### src/sv/tlb_pkg.sv
// ----------------------------------------------------------------------------
// Terminal line buffer package
// Shared request and result types, action codes and character codes.
// ----------------------------------------------------------------------------
`timescale 1ns / 1ps
`default_nettype none

package tlb_pkg;

  localparam int DEFAULT_DEPTH = 64;

  localparam logic [1:0] ACT_APPEND = 2'd0;
  localparam logic [1:0] ACT_READ   = 2'd1;
  localparam logic [1:0] ACT_CLEAR  = 2'd2;

  localparam logic [7:0] CH_BACKSPACE  = 8'h08;
  localparam logic [7:0] CH_RETURN     = 8'h0D;
  localparam logic [7:0] CH_NEWLINE    = 8'h0A;
  localparam logic [7:0] CH_TERMINATOR = 8'h00;

  typedef struct packed {
    logic [1:0] action;
    logic [7:0] char_in;
    logic [5:0] read_index;
  } req_t;

  typedef struct packed {
    logic       status;
    logic       line_ready;
    logic       read_found;
    logic [7:0] read_byte;
    logic [6:0] fill_count;
  } res_t;

  typedef enum logic [1:0] {
    S_IDLE,
    S_READ,
    S_BKSP
  } state_t;

endpackage

`default_nettype wire

### src/sv/terminal_line_buffer.sv
// ----------------------------------------------------------------------------
// Terminal line buffer
// Line editing store for terminal characters with backspace and line reads.
// ----------------------------------------------------------------------------
// Append of a data byte, carriage return, newline, clear and the unused
// action code each register their result straight from the request. A read and a
// backspace that removes a byte first pass through the S_READ or S_BKSP state,
// since both wait on the synchronous read of the character memory. One request is
// in flight at a time; a new request is taken while the output register is empty
// or its previous result is being taken.
`timescale 1ns / 1ps
`default_nettype none

module terminal_line_buffer #(
  parameter int BUFFER_DEPTH = tlb_pkg::DEFAULT_DEPTH
) (
  input  wire logic          clk,
  input  wire logic          rst_n,
  input  wire logic          in_valid,
  output logic               in_ready,
  input  wire tlb_pkg::req_t in_data,
  output logic               out_valid,
  input  wire logic          out_ready,
  output tlb_pkg::res_t      out_data
);

  localparam int AW   = (BUFFER_DEPTH > 1) ? $clog2(BUFFER_DEPTH) : 1;
  localparam int CNTW = $clog2(BUFFER_DEPTH + 1);
  localparam int XW   = (CNTW > 6) ? CNTW : 6;

  logic [7:0] mem [BUFFER_DEPTH];
  logic [7:0] rdata_r;

  tlb_pkg::state_t state_r, state_nxt;
  logic [CNTW-1:0] count_r, count_nxt;
  logic            lz_r, lz_nxt;
  logic            found_r, found_nxt;
  logic            out_valid_r, out_valid_nxt;
  tlb_pkg::res_t   out_r, out_nxt;

  logic            acc;
  logic            we;
  logic [AW-1:0]   waddr;
  logic [7:0]      wdata;
  logic [AW-1:0]   raddr;
  logic [CNTW-1:0] cm2;
  logic            line_ready;
  logic            is_bs;
  logic            go_bksp;
  logic            full;

  assign acc        = in_valid && in_ready;
  assign line_ready = (count_r != '0) && lz_r;
  assign is_bs      = (in_data.char_in == tlb_pkg::CH_BACKSPACE);
  assign go_bksp    = (in_data.action == tlb_pkg::ACT_APPEND) && is_bs && (count_r != '0);
  assign full       = (count_r == CNTW'(BUFFER_DEPTH));
  assign cm2        = count_r - CNTW'(2);

  always_comb begin
    state_nxt = state_r;
    case (state_r)
      tlb_pkg::S_IDLE: begin
        if (acc && in_data.action == tlb_pkg::ACT_READ) begin
          state_nxt = tlb_pkg::S_READ;
        end else if (acc && go_bksp) begin
          state_nxt = tlb_pkg::S_BKSP;
        end
      end
      tlb_pkg::S_READ: state_nxt = tlb_pkg::S_IDLE;
      tlb_pkg::S_BKSP: state_nxt = tlb_pkg::S_IDLE;
      default:         state_nxt = tlb_pkg::S_IDLE;
    endcase
  end

  always_comb begin
    in_ready  = (state_r == tlb_pkg::S_IDLE) && (!out_valid_r || out_ready);
    out_valid = out_valid_r;
    out_data  = out_r;
  end

  always_comb begin
    count_nxt     = count_r;
    lz_nxt        = lz_r;
    found_nxt     = found_r;
    out_nxt       = out_r;
    out_valid_nxt = out_valid_r && !out_ready;
    we            = 1'b0;
    waddr         = count_r[AW-1:0];
    wdata         = in_data.char_in;
    raddr         = AW'(in_data.read_index);
    case (state_r)
      tlb_pkg::S_IDLE: begin
        if (acc) begin
          out_nxt.status     = 1'b0;
          out_nxt.read_found = 1'b0;
          out_nxt.read_byte  = 8'd0;
          case (in_data.action)
            tlb_pkg::ACT_APPEND: begin
              if (is_bs) begin
                if (count_r != '0) begin
                  count_nxt = count_r - CNTW'(1);
                  raddr     = cm2[AW-1:0];
                end
              end else if (in_data.char_in == tlb_pkg::CH_RETURN) begin
                count_nxt = count_r;
              end else if (in_data.char_in == tlb_pkg::CH_NEWLINE && count_r == '0) begin
                count_nxt = count_r;
              end else if (full) begin
                out_nxt.status = 1'b1;
              end else begin
                if (in_data.char_in == tlb_pkg::CH_NEWLINE) begin
                  wdata = tlb_pkg::CH_TERMINATOR;
                end
                we        = 1'b1;
                count_nxt = count_r + CNTW'(1);
                lz_nxt    = (wdata == tlb_pkg::CH_TERMINATOR);
              end
            end
            tlb_pkg::ACT_READ: begin
              found_nxt = line_ready && (XW'(in_data.read_index) < XW'(count_r));
            end
            tlb_pkg::ACT_CLEAR: begin
              count_nxt = '0;
            end
            default: begin
              count_nxt = count_r;
            end
          endcase
          out_nxt.line_ready = (count_nxt != '0) && lz_nxt;
          out_nxt.fill_count = 7'(count_nxt);
          out_valid_nxt      = !(in_data.action == tlb_pkg::ACT_READ) && !go_bksp;
        end
      end
      tlb_pkg::S_READ: begin
        out_nxt.status     = 1'b0;
        out_nxt.line_ready = line_ready;
        out_nxt.read_found = found_r;
        out_nxt.read_byte  = found_r ? rdata_r : 8'd0;
        out_nxt.fill_count = 7'(count_r);
        out_valid_nxt      = 1'b1;
      end
      tlb_pkg::S_BKSP: begin
        lz_nxt             = (rdata_r == tlb_pkg::CH_TERMINATOR);
        out_nxt.status     = 1'b0;
        out_nxt.line_ready = (count_r != '0) && (rdata_r == tlb_pkg::CH_TERMINATOR);
        out_nxt.read_found = 1'b0;
        out_nxt.read_byte  = 8'd0;
        out_nxt.fill_count = 7'(count_r);
        out_valid_nxt      = 1'b1;
      end
      default: begin
        out_valid_nxt = 1'b0;
      end
    endcase
  end

  always_ff @(posedge clk) begin
    if (we) begin
      mem[waddr] <= wdata;
    end
    rdata_r <= mem[raddr];
  end

  always_ff @(posedge clk) begin
    if (!rst_n) begin
      state_r     <= tlb_pkg::S_IDLE;
      count_r     <= '0;
      lz_r        <= 1'b0;
      out_valid_r <= 1'b0;
    end else begin
      state_r     <= state_nxt;
      count_r     <= count_nxt;
      lz_r        <= lz_nxt;
      out_valid_r <= out_valid_nxt;
    end
  end

  always_ff @(posedge clk) begin
    found_r <= found_nxt;
    out_r   <= out_nxt;
  end

  a_wait_out_empty: assert property (@(posedge clk) disable iff (!rst_n)
    (state_r != tlb_pkg::S_IDLE) |-> !out_valid_r)
    else $error("result register busy while a memory read is pending");

  a_count_bound: assert property (@(posedge clk) disable iff (!rst_n)
    XW'(count_r) <= XW'(BUFFER_DEPTH))
    else $error("fill count beyond buffer depth");

  a_read_wait: assert property (@(posedge clk) disable iff (!rst_n)
    (acc && in_data.action == tlb_pkg::ACT_READ) |=> (state_r == tlb_pkg::S_READ))
    else $error("read request did not wait for memory data");

  a_ready_nonempty: assert property (@(posedge clk) disable iff (!rst_n)
    (out_valid_r && out_r.line_ready) |-> (count_r != '0))
    else $error("line ready reported on an empty buffer");

endmodule

`default_nettype wire

### config.mk
export PLATFORM = sky130hd
export DESIGN_NAME = terminal_line_buffer
export DESIGN_NICKNAME = d
export VERILOG_FILES = /design/src/sv/tlb_pkg.sv /design/src/sv/terminal_line_buffer.sv
export SDC_FILE = /design/constraint.sdc
export NUM_CORES = 1
export LEC_CHECK = 0
export BUFFER_PORTS_ARGS = -buffer_cell sky130_fd_sc_hd__buf_2
export CORE_ASPECT_RATIO = 1.2
export CORE_UTILIZATION = 40
export DETAILED_ROUTE_END_ITERATION = 7
export PLACE_DENSITY = 0.54
export SETUP_SLACK_MARGIN = 0.02
export SYNTH_ARGS = -nofsm -noshare
export SYNTH_HDL_FRONTEND = slang
export SYNTH_SLANG_ARGS = --single-unit
### constraint.sdc
create_clock -name clk -period 7.05 [get_ports clk]
set_input_delay 0.3525 -clock clk [delete_from_list [all_inputs] [get_ports clk]]
set_output_delay 0.3525 -clock clk [all_outputs]
set_load 0.02 [all_outputs]
* Yosys cells after proc, flatten, opt, wreduce, memory -nomap -nowiden *
Memories as Yosys holds them, arrays and structs flattened. A register that Yosys moved wholly into a read port is not among the register bits.
Index checks and enable logic that the tools add are counted.

storage, ports and cells
  bits of input ports = 20
  register bits = 30
  logic and storage cells = 120
  memories kept = 1
  latch bits = 0
  bits in writable memories = 512
  memory bits (read-only) = 0

memory list
  memory  depth  bits a word  rd ports  clocked after memory_dff  wr ports  RTL line                    RTL
  mem     64     8            1         1                         1         terminal_line_buffer.sv:31  logic [7:0] mem [BUFFER_DEPTH];

operators by class
  divide/modulo/power cells = 0
  reduce and logical (&&, ||, !) cells = 35
  mux-type cells = 58
  $lt $le $gt $ge = 1
  bitwise gates (word level) = 2
  multiply operators = 0
  add/sub/neg operators = 3
  equality and inequality tests = 9
  shift operators = 0

operator list
  operator                                             number
  two-way mux 8 bit                                    16
  case mux 18 bit (3 select lines)                     1
  two-way mux 7 bit                                    7
  two-way mux 6 bit                                    5
  two-way mux 1 bit                                    25
  equality test 8 x 4 -> 1 bit, second input constant  3
  two-way mux 18 bit                                   1
  logical NOT 8 bit                                    2
  case mux 7 bit (2 select lines)                      1
  nonzero test 7 bit                                   2
  logical AND 1 bit                                    13
  AND reduction 2 bit                                  4
  adder 7 x 1 -> 7 bit, second input constant          1
  equality test 7 bit, second input constant           1
  logical NOT 7 bit                                    1
  less-than comparator 6 x 7 -> 1 bit                  1
  subtractor 7 x 1 -> 7 bit, second input constant     1
  subtractor 6 x 2 -> 6 bit, second input constant     1
  equality test 2 x 1 -> 1 bit, second input constant  2
  equality test 2 bit, second input constant           2
  logical NOT 1 bit                                    4
  logical NOT 2 bit                                    2
  case mux 1 bit (2 select lines)                      2
  nonzero test 2 bit                                   2
  other kinds (7)                                      8

* Logic depth before layout (Yosys ltp) *
Gate-level depths: netlist of run 1.

  depth after elaboration = 20
  mapped depth = 16

* Least setup slack after synthesis of run 1 *
Ideal clock, no wire load.

  kind = reg2reg
  start = reg count_r[0]
  end = mem mem[0][1], data pin
  data required time = 6.534 ns
  arrival time = 3.302 ns
  stages on the path, launching flop included = 8
  setup time = 0.516 ns
  setup slack = 3.232 ns
  cell sequence = dfxtp_1 clkbuf_1 inv_1 ha_1 or3b_2 nor3_1 nor3_1 nor2b_1

on the way
  word-level cells in the longest chain between the ends = 8
  elaborated cells between the ends (all ways) = 10
  classes of those cells = eq/ne (1); mux (7); reduce/logical (2)

ends and longest elaborated chain
  item                                                      RTL line                                                  RTL
  from (decl)                                               terminal_line_buffer.sv:35                                logic [CNTW-1:0] count_r, count_nxt;
  from (signal assigned)                                    terminal_line_buffer.sv:172                               count_r <= count_nxt;
  equality test 7 bit or logical NOT 7 bit (tied branches)  terminal_line_buffer.sv:56, terminal_line_buffer.sv:106
  two-way mux 8 bit or logical AND 1 bit (tied branches)    terminal_line_buffer.sv:108, terminal_line_buffer.sv:106
  two-way mux 8 bit (*)                                     terminal_line_buffer.sv:106                               end else if (in_data.char_in == tlb_pkg::CH_NEWLINE && count_r == '0) begin
  two-way mux 8 bit (*)                                     terminal_line_buffer.sv:104                               end else if (in_data.char_in == tlb_pkg::CH_RETURN) begin
  two-way mux 8 bit (*)                                     terminal_line_buffer.sv:99                                if (is_bs) begin
  two-way mux 8 bit (*)                                     terminal_line_buffer.sv:97                                case (in_data.action)
  two-way mux 8 bit (*)                                     terminal_line_buffer.sv:93                                if (acc) begin
  two-way mux 8 bit (*)                                     terminal_line_buffer.sv:91                                case (state_r)
  named net wdata[1]                                        terminal_line_buffer.sv:44                                logic [7:0] wdata;
  to (decl)                                                 terminal_line_buffer.sv:31

The timed path passes the listed nets; every way through them passes the cells marked *.

* Worst setup path after layout of run 1 *
  start = reg count_r[1]
  end = reg rdata_r[7], read port of mem

on the way
  word-level cells in the longest chain between the ends = 6
  elaborated cells between the ends (all ways) = 7
  classes of those cells = add/sub (1); mux (5); reduce/logical (1)

ends and longest elaborated chain
  item                                                             RTL line                                                 RTL
  subtractor 6 x 2 -> 6 bit or nonzero test 7 bit (tied branches)  terminal_line_buffer.sv:57, terminal_line_buffer.sv:100
  two-way mux 6 bit (*)                                            terminal_line_buffer.sv:100                              if (count_r != '0) begin
  two-way mux 6 bit (*)                                            terminal_line_buffer.sv:99
  two-way mux 6 bit (*)                                            terminal_line_buffer.sv:97
  two-way mux 6 bit (*)                                            terminal_line_buffer.sv:93
  two-way mux 6 bit (*)                                            terminal_line_buffer.sv:91
  to (decl)                                                        terminal_line_buffer.sv:32                               logic [7:0] rdata_r;

Mark *: on every way between the ends. The rest lies on a longest branch, timed or not.
A chain may end at the register's enable or synchronous reset.

==> results of run 1 <==
## routing by layer
layer  global-route usage [%]  vias up  routed length, um
li1                         -     6483                  -
met1                     29.3     7425              27400
met2                     37.7      555              32800
met3                     3.52      121               4330
met4                     8.80        0               2350
met5                        0        -                  0
## metrics by stage
step                cell area, um2  setup slack, ns
floorplan                    23200             3.23
global placement             24100             1.74
detailed placement           24100             1.65
CTS                          25900             1.85
global route                 25900             1.54
finish                       25900             1.88
## cells by family after synthesis
group	Yosys count
buffers and inverters	123
adders and majority gates	16
AOI/OAI and AO/OA	375
DFF	550
and+or+nand+nor	481
xor gates and xnor gates	6
muxes	78
## placed cells by master, fill, tap and decap left out, types with 5 or more instances in the layout
cell type / instances
and3_1: 108
dfxtp_1: 19
a311o_1: 17
clkbuf_1: 8
o21ai_0: 29
a221oi_1: 18
bufinv_16: 7
buf_4: 29
clkinv_1: 8
buf_2: 39
o31ai_1: 17
inv_1: 11
nor3_1: 13
a22oi_1: 11
mux2i_1: 51
ha_1: 16
a31oi_1: 20
a22oi_2: 6
nor4_1: 24
nand3_1: 29
edfxtp_1: 531
a22o_1: 7
a311oi_1: 21
nand2_1: 158
o22ai_1: 9
and2_1: 14
a21oi_1: 57
nor2b_1: 5
a222oi_1: 7
mux2i_2: 5
mux2_2: 20
nor2_1: 88
clkbuf_16: 57
a211oi_1: 126
nand2b_1: 8
nor4_2: 5
clkinv_2: 17
a32o_1: 7
## sequential cells by signal (all words and copies together), names as in the netlist
signal and cells:
rdata_r 8, mem 512, out_data 18, count_r 7, lz_r 1, out_valid 1
state_r 2, found_r 1
## path summary, 6_finish.rpt
path | to | slack (ns) | depth (start not counted) | from
setup / recovery | rdata_r[7] | 1.88 | 11 | count_r[1]
hold / removal | count_r[6] | 0.07 | 2 | rst_n
setup reg to reg | rdata_r[7] | 1.88 | 11 | count_r[1]
hold reg to reg | state_r[0] | 0.51 | 2 | state_r[0]
## power by group
group	internal, W	switching (W)
Combinational	0.000139	0.000365
Clock	0.00174	0.00128
Sequential	0.00361	0.0000256
Total	0.00549	0.00168
## synth_stat cells (all sizes together), types with 2 or more instances
cell      n
a22oi    17
a32o      7
a21o      2
buf      47
clkbuf   65
xnor2     4
nand2b    8
o31ai    18
a222oi    7
dfxtp    19
nor3     14
nand3    30
ha       16
o21a      2
and3    108
nor4     29
a21boi    3
a31oi    20
a211oi  126
a21oi    59
a22o      7
o21ai    29
o211a     4
nor2     89
inv      11
mux2     22
mux2i    56
or2       5
a311o    17
xor2      2
o22ai     9
edfxtp  531
or3       2
nand4     3
nand2   162
a311oi   21
a221oi   18
nor2b     7
and2     15
nor3b     4
## critical path, stage by stage, from the launching register on
cell     delay [ns]
dfxtp_1        0.42
inv_1          0.31
ha_1           0.31
nor3b_1        0.45
nand2_1        0.25
and3_1         0.49
nor2_8         0.80
buf_4          0.52
mux2_2         0.38
a22o_1         0.25
o31ai_1        0.60
a22oi_1        0.15
## cell type report
class                           count  area [um2]  area share [%]
Sequential cell                   550       16300            63.0
Multi-Input combinational cell    956        6320            24.4
Clock buffer                       65        1460            5.62
Tap cell                          735         920            3.55
Timing Repair Buffer               70         453            1.75
Clock inverter                     39         393            1.52
Inverter                           11        41.3           0.159
==> impl_metrics.tcl, run 1 <==
set metrics [dict create \
    relSlewSlack_pct 22.1 \
    dieHeight_um 266 \
    synth-seq-cells 550 \
    grt_util_all_layers_pct 22.5 \
    start_util_pct 40.5 \
    maxCapViolCount 0 \
    ios 40 \
    synth_top_family_by_area "compound AO/OA/AOI/OAI gates" \
    p_total_w 0.00716 \
    drive_gt1_share_pct 12.8 \
    synth_area_leaders "edfxtp_1 69%, a211oi_1 4.1%, and3_1 2.9%" \
    core_area_um2 57300 \
    grt_pass1_vias 14221 \
    nets 1680 \
    h-tree-depth 2 \
    worstSetupPathType "reg -> reg" \
    synth-compound-area-share_pct 11.9 \
    synth_xor_area_share_pct 0.226 \
    arrival_ns 5.63 \
    setup_viol 0 \
    synth_top_area_cell "edfxtp_1" \
    synthAdderAreaFrac_pct 0.862 \
    fin_crit_sh_pct 73.4 \
    post_cts_buffers 0 \
    peakVddDrop_mv 0.181 \
    die_x_um 222 \
    p_leak_nw 8.56 \
    place_congestion 0.895 \
    synthMuxAreaShare_pct 3.55 \
    tns_ns 0 \
    cts_sinks 550 \
    grt_pass1_wl_um 97700 \
    critPathCaptureType "flop" \
    wirelength_um 66800 \
    synthToLayoutAreaGrowth_pct 11.6 \
    first_iter_violations 1613 \
    cts_buffer_depth 3 \
    final_util_pct 45.2 \
    hpwl_um 41300 \
    wl_per_cell_um 27.5 \
    status "complete, no violations" \
    synth_cell_type_count 68 \
    die-area_um2 59000 \
    hp-class "in -> reg" \
    fillerInstances 5091 \
    synthCells 1629 \
    worst_pin_slew_ns 1.15 \
    cts_hold_buf 0 \
    vias 14584 \
    port_buffers 39 \
    clock_latency_ns 0.62 \
    avgSynthCellArea_um2 14.3 \
    fin_cells 2426 \
    synth-simple-area-share_pct 10.4 \
    netlist_area_um2 23200 \
    drc 0 \
    startpoint_type "flop" \
    synth_ff_type "edfxtp_1" \
    clkTransAtPathRegs_ns 0.07 \
    dr.pass1.iters 5 \
    yosysWarnings 0 \
    synth-seq-area-share_pct 70.3 \
    fin_skew_ns 0.0242 \
    antenna_found_initial 0 \
    n_antenna_cell 0 \
    synthesis.nets 1665 \
    async_flop_share_pct 0 \
    cts_tree "yes" \
    numCtsBuffers 55 \
    max_freq_mhz 193 \
    core.rowCount 96 \
    grt_overflow 0 \
    power_density_nw_per_um2 276 \
    whs_ns 0.0733 \
    finalMaxSlewViolations 0 \
    fin_crit_ns 5.17 \
    root_buffer "clkbuf_16" \
    synth-edff-count 531 \
    synth_top_cell_area_share_pct 68.7 \
    antenna_left 0 \
    placed_cells 2322 \
    via_per_inst 6.01 \
    hold_viol 0 \
    rsz0062_at_grt "false" \
    crit_required_ns 7.51 \
    worstPathMaxFanout 52 \
    cts_resized 0 \
    grt_max_degree 68 \
]
No activity file was read; power rests on OpenSTA's default activity.
==> run 2, diff against run 1 <==
==> constraint.sdc (replaced) <==
create_clock -name clk -period 5.4 [get_ports clk]
set_input_delay 0.27 -clock clk [delete_from_list [all_inputs] [get_ports clk]]
set_output_delay 0.27 -clock clk [all_outputs]
set_load 0.02 [all_outputs]
==> impl_metrics.tcl, run 2 (synthesis results as in run 1) <==
set metrics [dict create \
    drive_gt1_share_pct 12.5 \
    core.rowCount 96 \
    tns_ns 0 \
    start_util_pct 40.5 \
    via_per_inst 5.97 \
    worstPathCellList "inv_1 -> ha_1 -> nor3b_1 -> and2_1 -> nor3_4 -> buf_4 -> mux2i_2 -> buf_4 -> a221oi_1 -> a211oi_1 -> a22oi_2" \
    cts_tree "yes" \
    relSlewSlack_pct 29.5 \
    highest_layer "met4" \
    worstSetupPathType "reg -> reg" \
    final_common_cell "edfxtp_1" \
    die-area_um2 59000 \
    startpoint_type "flop" \
    finalMaxSlewViolations 0 \
    p_leak_nw 8.56 \
    cts_sinks 550 \
    antenna_left 0 \
    worstPathMaxFanout 16 \
    place_congestion 0.852 \
    status "complete, no violations" \
    multi_input_area_um2 6320 \
    largest_reg_flops 512 \
    whs_ns 0.0655 \
    clkTransAtPathRegs_ns 0.06 \
    grt_util_all_layers_pct 23.0 \
    grt_max_degree 128 \
    core_area_um2 57300 \
    dieHeight_um 266 \
    first_iter_violations 1484 \
    n_antenna_cell 0 \
    max_freq_mhz 218 \
    dr.pass1.iters 5 \
    cp_slowest_stage_delay_ns 0.80 \
    wl_met3_um 3880 \
    fin_crit_sh_pct 84.8 \
    vias 14556 \
    fin_skew_ns 0.0249 \
    peakVddDrop_mv 0.259 \
    fillerInstances 5093 \
    top_register "mem" \
    final_area_um2 25900 \
    h-tree-depth 2 \
    hp-class "in -> reg" \
    wl_per_cell_um 27.7 \
    synthToLayoutAreaGrowth_pct 11.6 \
    ios 40 \
    hpwl_um 41900 \
    numCtsBuffers 55 \
    final_util_pct 45.2 \
    fin_cells 2437 \
    port_buffers 39 \
    rsz0062_at_grt "false" \
    nets 1691 \
    antenna_found_initial 0 \
    grt_pass1_wl_um 99700 \
    register_area_um2 16300 \
    power_density_nw_per_um2 353 \
    fin_crit_ns 4.58 \
    clock_latency_ns 0.63 \
    critPathCaptureType "flop" \
    grt_overflow 0 \
    hold_viol 0 \
    placed_cells 2332 \
    cts_buffer_depth 3 \
    grt_pass1_vias 14434 \
    drc 0 \
    layout_common_cells "531 x edfxtp_1, 158 x nand2_1, 126 x a211oi_1" \
    arrival_ns 5.04 \
    wirelength_um 67500 \
    root_buffer "clkbuf_16" \
    cp_common_cell "buf_4" \
    die_x_um 222 \
    dr_wl_met2_um 33200 \
    maxCapViolCount 0 \
    setup_viol 0 \
    worst_pin_slew_ns 1.05 \
    m1WireLength_um 28200 \
    post_cts_buffers 0 \
    cp_slowest_cell "mux2i_2" \
    place_area_um2 24200 \
    crit_required_ns 5.86 \
]
run 2: cell types whose count changed in the layout (fill, tap and decap cells not counted), moves of 4 or more:
cell / delta
bufinv_16: -4
clkinv_2: -7
clkbuf_1: +10
clkinv_1: +5
buf_4: +7
run 2: area by class of cell:
type | instances | area share, %
sequential | 550 | 63.0
multi-input combinational | 956 | 24.4
clock buffer | 76 | 5.82
tap | 735 | 3.55
timing repair buffer | 81 | 2.22
clock inverter | 28 | 0.836
inverter | 11 | 0.159
run 2: power by group:
| part | internal (W) | total [W] | switching [W] |
|---|---|---|---|
| clock | 0.00209 | 0.00372 | 0.00163 |
| sequential | 0.00471 | 0.00474 | 0.0000308 |
| combinational | 0.000189 | 0.000678 | 0.000489 |
run 2: path summary, 6_finish.rpt:
path / cells after the start / to / slack [ns] / startpoint
worst max register to register: 11 / rdata_r[2] / 0.82 / count_r[0]
worst min-delay path: 3 / state_r[0] / 0.07 / in_data[14]
worst max-delay path: 11 / rdata_r[2] / 0.82 / count_r[0]
worst min register to register: 2 / state_r[0] / 0.50 / state_r[0]
run 2: routing by layer:
layer	up-vias	track usage [%]
li1	6501	-
met1	7419	30.1
met2	510	39.0
met3	126	3.55
met4	0	7.81
met5	-	0
run 2: worst max-delay path, delay by kind of cell (launching register included):
family | cells | cell delay, ns
AO/OA/AOI/OAI | 3 | 0.82
multiplexers | 1 | 0.80
AND/OR/NAND/NOR | 3 | 1.17
buffers and inverters | 3 | 0.85
flip-flops | 1 | 0.50
adder cells (fa/ha/maj) | 1 | 0.26
run 2: what timing repair did:
action / in CTS / in global routing
hold buffers: 1 / 0
resized for setup: 0 / 0
hold endpoints to repair: 5 / 0
run 2: through the flow:
step / setup slack [ns] / power (W)
final: 0.819 / 0.00914
after detailed placement: 0.777 / 0.00551
after floorplan: 1.58 / 0.00523
after CTS: 0.770 / 0.00920
after global routing: 0.578 / 0.00938
after global placement: 0.844 / 0.00550
==> run 3, diff against run 2 <==
--- a/config.mk
+++ b/config.mk
@@ -9,7 +9,7 @@
 export CORE_ASPECT_RATIO = 1.2
 export CORE_UTILIZATION = 40
 export DETAILED_ROUTE_END_ITERATION = 7
-export PLACE_DENSITY = 0.54
+export PLACE_DENSITY = 0.56
 export SETUP_SLACK_MARGIN = 0.02
 export SYNTH_ARGS = -nofsm -noshare
 export SYNTH_HDL_FRONTEND = slang
==> constraint.sdc (replaced) <==
create_clock -name clk -period 4.2 [get_ports clk]
set_input_delay 0.21 -clock clk [delete_from_list [all_inputs] [get_ports clk]]
set_output_delay 0.21 -clock clk [all_outputs]
set_load 0.02 [all_outputs]
==> impl_metrics.tcl, run 3 (synthesis results as in run 1) <==
set metrics [dict create \
    startpoint_type "flop" \
    fillerInstances 4924 \
    worst_pin_slew_ns 0.976 \
    die-area_um2 59000 \
    crit_cells 11 \
    setup_ws_ns 0.105 \
    fin_crit_ns 4.10 \
    n_antenna_cell 0 \
    status "complete, no violations" \
    wirelength_um 65300 \
    worstPathMaxFanout 34 \
    critPathBufInv 2 \
    crit_required_ns 4.67 \
    arrival_ns 4.56 \
    grt_pass1_wl_um 97000 \
    grt_util_all_layers_pct 22.1 \
    place_congestion 0.866 \
    post_cts_buffers 0 \
    layout_common_cells "531 x edfxtp_1, 158 x nand2_1, 126 x a211oi_1" \
    worstHoldPathCells 4 \
    worstPathCellList "inv_1 -> ha_1 -> nor3b_1 -> nand2_1 -> nand4_1 -> and2_2 -> buf_12 -> nor2_1 -> a22o_1 -> o31ai_1 -> a22oi_2" \
    max_freq_mhz 244 \
    port_buffers 39 \
    antenna_found_initial 0 \
    cts_tree "yes" \
    fin_crit_sh_pct 97.5 \
    numCtsBuffers 54 \
    antenna_left 0 \
    finalMaxSlewViolations 0 \
    relSlewSlack_pct 35.0 \
    drc 0 \
    path_delay_family "simple AND/OR/NAND/NOR gates" \
    top_register "mem" \
    reg2reg_depth 11 \
    setup_viol 0 \
    final_util_pct 46.2 \
    wl_per_cell_um 26.2 \
    maxCapViolCount 0 \
    power_density_nw_per_um2 451 \
    first_iter_violations 1304 \
    via_per_inst 5.90 \
    dr.pass1.iters 7 \
    grt_pass1_vias 14552 \
    rsz0062_at_grt "false" \
    clkTransAtPathRegs_ns 0.06 \
    h-tree-depth 2 \
    grt_overflow 0 \
    preCtsSetupSlack_ns 0.0213 \
    die_x_um 222 \
    hp-class "in -> reg" \
    hold_viol 0 \
    drive_gt1_share_pct 15.9 \
    core_area_um2 57300 \
    core.rowCount 96 \
    tns_ns 0 \
    grt_max_degree 68 \
    peakVddDrop_mv 0.302 \
    fin_skew_ns 0.0343 \
    largest_reg_flops 512 \
    cts_buffer_depth 3 \
    vias 14686 \
    cp_slowest_stage_delay_ns 0.55 \
    start_util_pct 40.5 \
    whs_ns 0.0521 \
    worstSetupPathType "reg -> reg" \
    dieHeight_um 266 \
    clock_latency_ns 0.62 \
    ios 40 \
    cts_sinks 550 \
    p_total_w 0.0119 \
    p_leak_nw 8.91 \
    critPathCaptureType "flop" \
    hpwl_um 41400 \
    synthToLayoutAreaGrowth_pct 14.0 \
    nets 1747 \
    root_buffer "clkbuf_16" \
    final_common_cell "edfxtp_1" \
    cp_slowest_cell "o31ai_1" \
]
run 3: cell types whose count changed in the layout (fill, tap and decap cells not counted), moves of 3 or more:
cell       delta
buf_4        +51
bufinv_16     +4
buf_12        +5
clkbuf_1      -7
clkinv_1      -3
run 3: worst register-to-register path, cell delays in order, from the launching register on:
cell and delay, ns:
dfxtp_1 0.31, inv_1 0.25, ha_1 0.32, nor3b_1 0.49, nand2_1 0.25, nand4_1 0.47
and2_2 0.51, buf_12 0.27, nor2_1 0.20, a22o_1 0.25, o31ai_1 0.55, a22oi_2 0.09
run 3: cell type report:
cell class              instances  area, um2  area share, %
flip-flops and latches        550      16300           61.7
multi-input cells             956       6340           24.0
clock buffers                  66       1420           5.35
repair buffers                138       1070           4.04
well taps                     735        920           3.47
clock inverters                34        360           1.36
inverters                      11       41.3          0.156
run 3: what timing repair did:
item / in CTS / in global routing
resized for setup: 2 / 3
endpoints found under the setup margin: 1 / 7
hold endpoints to repair: 11 / 0
cloned: 0 / 0
hold buffers: 2 / 0
run 3: per-layer routing:
| metal | vias to the layer above | track usage (%) | share of wire (%) |
|---|---|---|---|
| li1 | 6603 | - | - |
| met1 | 7460 | 28.3 | 41 |
| met2 | 502 | 37.7 | 49 |
| met3 | 121 | 3.47 | 5.9 |
| met4 | 0 | 8.78 | 3.6 |
| met5 | - | 0 | 0 |
run 3: where the power goes:
part / total, W / leakage, nW / switching [W] / internal (W)
clock: 0.00494 / 0.871 / 0.00210 / 0.00283
combinational: 0.000909 / 3.09 / 0.000635 / 0.000274
sequential: 0.00609 / 4.95 / 0.0000312 / 0.00606
total: 0.0119 / 8.91 / 0.00277 / 0.00916
run 3: metrics by stage:
stage / cell area, um2 / instances
after CTS: 26500 / 2490
after global placement: 24700 / 2388
final: 26500 / 2490
after global routing: 26500 / 2490
after detailed placement: 24700 / 2388
after floorplan: 23200 / 1629
run 3: worst paths after layout:
kind	start	endpoint	slack, ns
setup / recovery	count_r[0]	rdata_r[5]	0.10
hold / removal	in_data[15]	state_r[0]	0.05
hold reg to reg	state_r[0]	state_r[0]	0.50
setup reg to reg	count_r[0]	rdata_r[5]	0.10
